==> src/chm_pkg.sv <==
package chm_pkg;

    // Datapath widths
    localparam int IN_W     = 16;
    localparam int XW       = 34;   // CORDIC x/y: 17-bit magnitude << 14, plus gain headroom
    localparam int ZW       = 33;   // angle accumulator, 2^-16 hundredths of a degree
    localparam int RAW_W    = 17;   // rounded raw angle, hundredths
    localparam int SUM_W    = 18;   // raw angle plus declination
    localparam int PRESCALE = 14;
    localparam int TABLE_LEN = 24;

    // Angle constants
    localparam logic signed [ZW-1:0]    HALF_TURN_UNITS = 33'sd1179648000;
    localparam logic signed [ZW-1:0]    ROUND_HALF      = 33'sd32768;
    localparam logic signed [RAW_W-1:0] RAW_HALF        = 17'sd18000;
    localparam logic signed [RAW_W-1:0] RAW_FULL        = 17'sd36000;
    localparam logic signed [SUM_W-1:0] SUM_FULL        = 18'sd36000;
    localparam logic signed [SUM_W-1:0] SUM_TWO_FULL    = 18'sd72000;
    localparam logic [15:0]             FULL_CIRCLE     = 16'd36000;

    // Configuration register indexes
    localparam int CFG_IDX_W = 2;
    localparam logic [CFG_IDX_W-1:0] REG_DECLINATION = 2'd0;
    localparam logic [CFG_IDX_W-1:0] REG_DEADBAND    = 2'd1;

    localparam logic signed [15:0] DECLINATION_RESET = 16'sd1261;
    localparam logic [14:0]        DEADBAND_RESET    = 15'd500;

    // atan(2^-i) in 2^-16 hundredths of a degree
    localparam logic signed [ZW-1:0] ATAN_UNITS [0:TABLE_LEN-1] = '{
        33'sd294912000, 33'sd174096719, 33'sd91987925, 33'sd46694507,
        33'sd23437865,  33'sd11730358,  33'sd5866610,  33'sd2933484,
        33'sd1466764,   33'sd733385,    33'sd366693,   33'sd183346,
        33'sd91673,     33'sd45837,     33'sd22918,    33'sd11459,
        33'sd5730,      33'sd2865,      33'sd1432,     33'sd716,
        33'sd358,       33'sd179,       33'sd90,       33'sd45
    };

endpackage

==> src/compass_heading_from_magnetometer_core.sv <==
// Registers from input accept to out_valid, in order: prescale, one per
//   CORDIC stage, round, declination, compare.
// Throughput: one item per cycle unless out_stall holds a result; every stage holds
//   its own valid bit and refills as soon as it empties, so bubbles close up under out_stall.
// Reset (rst_n low, asynchronous): all valid bits clear, declination returns
//   to 1261 and deadband to 500. cfg_ready is always high.
module compass_heading_from_magnetometer_core #(
    parameter int CORDIC_STAGES = 16
) (
    input  logic                               clk,
    input  logic                               rst_n,
    // sample channel
    input  logic                               in_valid,
    output logic                               in_stall,
    input  logic signed [15:0]                 field_x,
    input  logic signed [15:0]                 field_y,
    input  logic [15:0]                        target_heading,
    // result channel
    output logic                               out_valid,
    input  logic                               out_stall,
    output logic [15:0]                        heading_out,
    output logic                               target_reached,
    // configuration write channel
    input  logic                               cfg_valid,
    output logic                               cfg_ready,
    input  logic [chm_pkg::CFG_IDX_W-1:0]      cfg_index,
    input  logic [15:0]                        cfg_data
);

    localparam int NS = (CORDIC_STAGES > chm_pkg::TABLE_LEN) ? chm_pkg::TABLE_LEN
                                                             : CORDIC_STAGES;
    localparam int ST_RND = NS + 1;
    localparam int ST_DEC = NS + 2;
    localparam int ST_OUT = NS + 3;

    // Configuration registers
    logic signed [15:0] decl_reg;
    logic [14:0]        deadband_reg;

    assign cfg_ready = 1'b1;

    always_ff @(posedge clk or negedge rst_n)
    begin
        if (!rst_n)
        begin
            decl_reg     <= chm_pkg::DECLINATION_RESET;
            deadband_reg <= chm_pkg::DEADBAND_RESET;
        end
        else if (cfg_valid && cfg_ready)
        begin
            unique case (cfg_index)
                chm_pkg::REG_DECLINATION: decl_reg     <= $signed(cfg_data);
                chm_pkg::REG_DEADBAND:    deadband_reg <= cfg_data[14:0];
                default: ;
            endcase
        end
    end

    // Valid bits and per-stage ready (bubble collapsing)
    logic [ST_OUT:0] v_reg;
    logic [ST_OUT:0] ready;

    always_comb
    begin
        ready[ST_OUT] = !v_reg[ST_OUT] || !out_stall;
        for (int k = ST_OUT - 1; k >= 0; k--)
        begin
            ready[k] = !v_reg[k] || ready[k+1];
        end
    end

    assign in_stall = !ready[0];

    always_ff @(posedge clk or negedge rst_n)
    begin
        if (!rst_n)
        begin
            v_reg <= '0;
        end
        else
        begin
            if (ready[0])
            begin
                v_reg[0] <= in_valid;
            end
            for (int k = 1; k <= ST_OUT; k++)
            begin
                if (ready[k])
                begin
                    v_reg[k] <= v_reg[k-1];
                end
            end
        end
    end

    // Payload registers along the CORDIC part
    logic signed [chm_pkg::XW-1:0] x_reg [0:NS];
    logic signed [chm_pkg::XW-1:0] y_reg [0:NS];
    logic signed [chm_pkg::ZW-1:0] z_reg [0:NS];
    logic                          zero_reg [0:NS];
    logic [15:0]                   tgt_reg [0:ST_DEC];

    // Prescale stage: fold left half plane, scale by 2^14
    logic signed [16:0]             x_ext;
    logic signed [16:0]             y_ext;
    logic signed [16:0]             x_abs;
    logic signed [16:0]             y_fold;
    logic signed [chm_pkg::XW-1:0]  x_next;
    logic signed [chm_pkg::XW-1:0]  y_next;
    logic signed [chm_pkg::ZW-1:0]  z_next;

    always_comb
    begin
        x_ext  = {field_x[15], field_x};
        y_ext  = {field_y[15], field_y};
        x_abs  = field_x[15] ? -x_ext : x_ext;
        y_fold = field_x[15] ? -y_ext : y_ext;
        x_next = {{(chm_pkg::XW - 17 - chm_pkg::PRESCALE){x_abs[16]}}, x_abs,
                  {chm_pkg::PRESCALE{1'b0}}};
        y_next = {{(chm_pkg::XW - 17 - chm_pkg::PRESCALE){y_fold[16]}}, y_fold,
                  {chm_pkg::PRESCALE{1'b0}}};
        z_next = field_x[15] ? chm_pkg::HALF_TURN_UNITS : '0;
    end

    always_ff @(posedge clk)
    begin
        if (ready[0])
        begin
            x_reg[0]    <= x_next;
            y_reg[0]    <= y_next;
            z_reg[0]    <= z_next;
            zero_reg[0] <= (field_x == 16'sd0) && (field_y == 16'sd0);
            tgt_reg[0]  <= target_heading;
        end
    end

    // CORDIC vectoring stages, one register each
    for (genvar g = 0; g < NS; g++)
    begin : g_cordic
        logic signed [chm_pkg::XW-1:0] xs;
        logic signed [chm_pkg::XW-1:0] ys;

        assign xs = x_reg[g] >>> g;
        assign ys = y_reg[g] >>> g;

        always_ff @(posedge clk)
        begin
            if (ready[g+1])
            begin
                if (!y_reg[g][chm_pkg::XW-1])
                begin
                    x_reg[g+1] <= x_reg[g] + ys;
                    y_reg[g+1] <= y_reg[g] - xs;
                    z_reg[g+1] <= z_reg[g] + chm_pkg::ATAN_UNITS[g];
                end
                else
                begin
                    x_reg[g+1] <= x_reg[g] - ys;
                    y_reg[g+1] <= y_reg[g] + xs;
                    z_reg[g+1] <= z_reg[g] - chm_pkg::ATAN_UNITS[g];
                end
                zero_reg[g+1] <= zero_reg[g];
                tgt_reg[g+1]  <= tgt_reg[g];
            end
        end
    end

    // Round stage: to whole hundredths, halves up, into (-18000, 18000]
    logic signed [chm_pkg::ZW-1:0]    z_rnd;
    logic signed [chm_pkg::RAW_W-1:0] raw_pre;
    logic signed [chm_pkg::RAW_W-1:0] raw_next;
    logic signed [chm_pkg::RAW_W-1:0] raw_reg;

    always_comb
    begin
        z_rnd   = z_reg[NS] + chm_pkg::ROUND_HALF;
        raw_pre = z_rnd[chm_pkg::ZW-1:16];
        if (zero_reg[NS])
        begin
            raw_next = '0;
        end
        else if (raw_pre > chm_pkg::RAW_HALF)
        begin
            raw_next = raw_pre - chm_pkg::RAW_FULL;
        end
        else if (raw_pre <= -chm_pkg::RAW_HALF)
        begin
            raw_next = raw_pre + chm_pkg::RAW_FULL;
        end
        else
        begin
            raw_next = raw_pre;
        end
    end

    always_ff @(posedge clk)
    begin
        if (ready[ST_RND])
        begin
            raw_reg         <= raw_next;
            tgt_reg[ST_RND] <= tgt_reg[NS];
        end
    end

    // Declination stage: add offset, wrap into 0..36000
    logic signed [chm_pkg::SUM_W-1:0] sum_pre;
    logic signed [chm_pkg::SUM_W-1:0] sum_wrap;
    logic [15:0]                      head_reg;

    always_comb
    begin
        sum_pre = {raw_reg[chm_pkg::RAW_W-1], raw_reg} + {{2{decl_reg[15]}}, decl_reg};
        if (sum_pre < -chm_pkg::SUM_FULL)
        begin
            sum_wrap = sum_pre + chm_pkg::SUM_TWO_FULL;
        end
        else if (sum_pre < 18'sd0)
        begin
            sum_wrap = sum_pre + chm_pkg::SUM_FULL;
        end
        else if (sum_pre > chm_pkg::SUM_FULL)
        begin
            sum_wrap = sum_pre - chm_pkg::SUM_FULL;
        end
        else
        begin
            sum_wrap = sum_pre;
        end
    end

    always_ff @(posedge clk)
    begin
        if (ready[ST_DEC])
        begin
            head_reg        <= sum_wrap[15:0];
            tgt_reg[ST_DEC] <= tgt_reg[ST_RND];
        end
    end

    // Compare stage: plain absolute error against deadband
    logic signed [16:0] diff;
    logic [16:0]        diff_abs;
    logic [15:0]        heading_out_reg;
    logic               reached_reg;

    always_comb
    begin
        diff     = $signed({1'b0, head_reg}) - $signed({1'b0, tgt_reg[ST_DEC]});
        diff_abs = diff[16] ? $unsigned(-diff) : $unsigned(diff);
    end

    always_ff @(posedge clk)
    begin
        if (ready[ST_OUT])
        begin
            heading_out_reg <= head_reg;
            reached_reg     <= (diff_abs <= {2'b00, deadband_reg});
        end
    end

    assign out_valid      = v_reg[ST_OUT];
    assign heading_out    = heading_out_reg;
    assign target_reached = reached_reg;

endmodule

==> config.mk <==
export PLATFORM = sky130hd
export DESIGN_NAME = compass_heading_from_magnetometer_core
export DESIGN_NICKNAME = d
export VERILOG_FILES = /design/src/chm_pkg.sv /design/src/compass_heading_from_magnetometer_core.sv
export SDC_FILE = /design/constraint.sdc
export NUM_CORES = 2
export LEC_CHECK = 0
export BUFFER_PORTS_ARGS = -buffer_cell sky130_fd_sc_hd__clkbuf_2
export CAP_MARGIN = 20
export CORE_ASPECT_RATIO = 1.25
export CORE_MARGIN = 2
export CORE_UTILIZATION = 50
export DETAILED_ROUTE_END_ITERATION = 10
export GPL_TIMING_DRIVEN = 0
export PLACE_DENSITY = 0.73
export SLEW_MARGIN = 0
export SYNTH_ARGS = -nofsm -noshare
export SYNTH_HDL_FRONTEND = slang
export SYNTH_SLANG_ARGS = --single-unit
==> constraint.sdc <==
create_clock -name clk -period 7.41 [get_ports clk]
set_clock_uncertainty 0.2 [all_clocks]
set_input_delay 0.741 -clock clk [delete_from_list [all_inputs] [get_ports clk]]
set_output_delay 0.741 -clock clk [all_outputs]
set_load 0.01 [all_outputs]
==> flow_summary.ini <==
[outcome]
status = complete, no violations

[logic_synthesis]
synth_largest_area_cell = edfxtp_1
synth.top_cell.area_share_pct = 40.04
syn_area_per_cell_um2 = 10.20
synth-seq-cells = 1749
ys_warn_count = 0
synth_fp_nets = 13960
ys.flop_type = edfxtp_1
ys_top_cells_by_area = edfxtp_1, ha_1, xnor2_1
ys_types = 117
ys_async_sr_fraction_pct = 2.916
syn_area_mm2 = 0.1273
synth_most_common_cell = edfxtp_1
ys_seq_area_share_pct = 41.06
synth_cells = 12490
ys_top_cells_by_count = edfxtp_1, ha_1, xnor2_1
synth_edf_count = 1698

[global_routing]
grt-ovfl-total = 0
grt_usage_pct = 23.08
antenna_found_initial = 4
grt_max_degree = 81
grt_pass1_vias = 91980
grt_pass1_wl_um = 477500

[timing]
timing.final.crit_share_pct = 96.36
period_minus_slack_ps = 7140
hold_viol_final = 0
setup_viol = 0
slew_violations = 0
rsz0062_at_grt = true
whs_ps = 60.71
slew_headroom_pct = 31.02
worst_pin_slew_ps = 1032
fmaxAchievable_ghz = 0.1400

[clock_tree]
clk_latency_ps = 880
cts_root_buf = clkbuf_16
cts.sinks = 1749
cts_tree = done
clkTransAtPathRegs_ps = 60
numCtsBuffers = 187
max-clock-path-buffers = 3
htree_levels = 4

[placement]
gp_congestion = 1.010
dp_hpwl_um = 240400
place_inst = 15950
post_dp_cell_area_mm2 = 0.1328
portBuffers = 89

[critical_path]
end_kind = flip-flop
reg2reg_to = y_reg[12][32]
slowest_stage = a2111oi_1
crit_buf_inv = 5
worst_r2r_path_depth = 24
path_class = reg -> reg
worstSetupStartpoint = v_reg[19]
crit_chain = and3_1, inv_6, nor3_4, buf_4, and2_4, clkinvlp_4, nand2_1, inv_1, clkbuf_4, nor2_1, xor2_1, ha_1, a21o_1, a21oi_1, o21ai_0, a32oi_1, o21ai_1, a31o_2, a2111oi_1, o31ai_1, o41ai_2, o21ai_0, a21oi_1, xnor2_1
crit_path_max_incr_delay_ps = 550
cpLargestDelayFamily = compound AO/OA/AOI/OAI gates
rrSetupSlack_ps = 270
r2r_start = v_reg[19]
critPathMaxFanout = 36
arrival_ps = 7560
start_kind = flip-flop
cp.required_ps = 7830

[final_layout]
largest_register_ffs = 459
instances_no_fill = 16400
nNetsFinal = 14360
area_growth_pct = 10.25
fill_cells = 21790
drive_gt1_share_pct = 5.633
final_area_mm2 = 0.1404
fin_util_pct = 55.31

[hold_path]
hp-class = in -> reg
hold_end = x_reg[0][15]
min_path_cells = 3
hp-start = field_x[1]

[run]
cap_violations = 0

[floorplanning]
rows = 207
fp.dieH_um = 568.2
die_area_mm2 = 0.2588
initial_core_util_pct = 50.17
die_x_um = 455.4
ios = 91
core_region_area_mm2 = 0.2538

[detailed_routing]
drt-initial-drc-count = 5257
post-route-drc-count = 0
dr_total_vias = 93830
dr.pass1.iters = 6
vias_per_cell = 5.723
routedWlPerCell_um = 18.55
ant_nets = 0
wirelength_um = 304100
[metrics by stage]
stage,setup TNS (ps),setup slack [ps]
6_report,0,269.6
2_1_floorplan,0,202.6
5_1_grt,-55.25,-50.82
4_1_cts,-71.99,-71.99
3_3_place_gp,-868250,-2826
3_5_place_dp,-520710,-2669
[worst max path at each step]
stage	slack, ps	end	cells past startpoint
finish	270	y_reg[12][32]	24
global route	-50	y_reg[4][33]	28
CTS	-70	y_reg[10][32]	24
detailed placement	-2670	y_reg[8][33]	28
global placement	-2830	x_reg[2][33]	21
floorplan	200	x_reg[7][32]	28
[cell usage in the layout, fill, tap and decap left out, drive strengths merged, types with 74 or more instances in the layout]
master and n:
edfxtp 1698, ha 1364, xnor2 1160, a21oi 1048, nor2 951, nand2 796
o21ai 777, xor2 606, inv 513, a21o 450, clkbuf 432, nor3 299
nand3 252, nand2b 241, o21a 205, o31ai 172, nor2b 152, o21bai 131
or3 121, and3 96, clkinv 90, a211oi 86, buf 85, nor4 79
o41ai 76, a31oi 74
[cell type report]
class | instances | area (um2) | area share (%)
Multi-Input combinational cell | 10070 | 72770 | 51.84
Sequential cell | 1749 | 52280 | 37.24
Clock buffer | 217 | 4845 | 3.451
Tap cell | 3344 | 4184 | 2.980
Inverter | 516 | 1996 | 1.422
Timing Repair Buffer | 209 | 1973 | 1.406
Clock inverter | 132 | 1623 | 1.156
Buffer | 155 | 688.2 | 0.4902
Timing Repair inverter | 3 | 15.01 | 0.01070
Antenna cell | 5 | 12.51 | 0.008913
[routing by layer]
layer | wire length (um) | GRT usage [%] | vias to the layer above
met4 | 24590 | 16.42 | 0
li1 | - | - | 47230
met5 | 0 | 0 | -
met1 | 111300 | 23.42 | 43560
met3 | 10640 | 2.664 | 932
met2 | 157600 | 43.28 | 2113
[worst reg2reg max path: stages, from the launching register on]
cell        delay [ps]
dfrtp_1            450
and3_1             290
inv_6              160
nor3_4             230
buf_4              170
and2_4             280
clkinvlp_4         300
nand2_1            290
inv_1              130
clkbuf_4           350
nor2_1             230
xor2_1             360
ha_1               350
a21o_1             180
a21oi_1            280
o21ai_0            180
a32oi_1            270
o21ai_1            220
a31o_2             360
a2111oi_1          550
o31ai_1            210
o41ai_2            410
o21ai_0            140
a21oi_1            190
xnor2_1            100
[kinds of logic after synthesis]
group | share of synthesized area [%]
buffers and inverters | 2.009
AND/OR/NAND/NOR | 12.76
flip-flops | 41.06
AO/OA/AOI/OAI | 17.40
multiplexers | 0.6593
XOR/XNOR | 12.15
adder cells (fa/ha/maj) | 13.95
other | 0.005898
[timing repair]
item / in CTS / in global routing
hold buffers: 64 / 0
hold endpoints to repair: 118 / 0
cloned: 2 / 1
gates resized for setup: 67 / 34
pin swaps: 2 / 4
endpoints found under the setup margin: 437 / 81
buffers inserted: 5 / 17
Power is left out: the tool's default activity adds up to more than one toggle a clock period on the data nets, which glitch-free logic cannot reach.
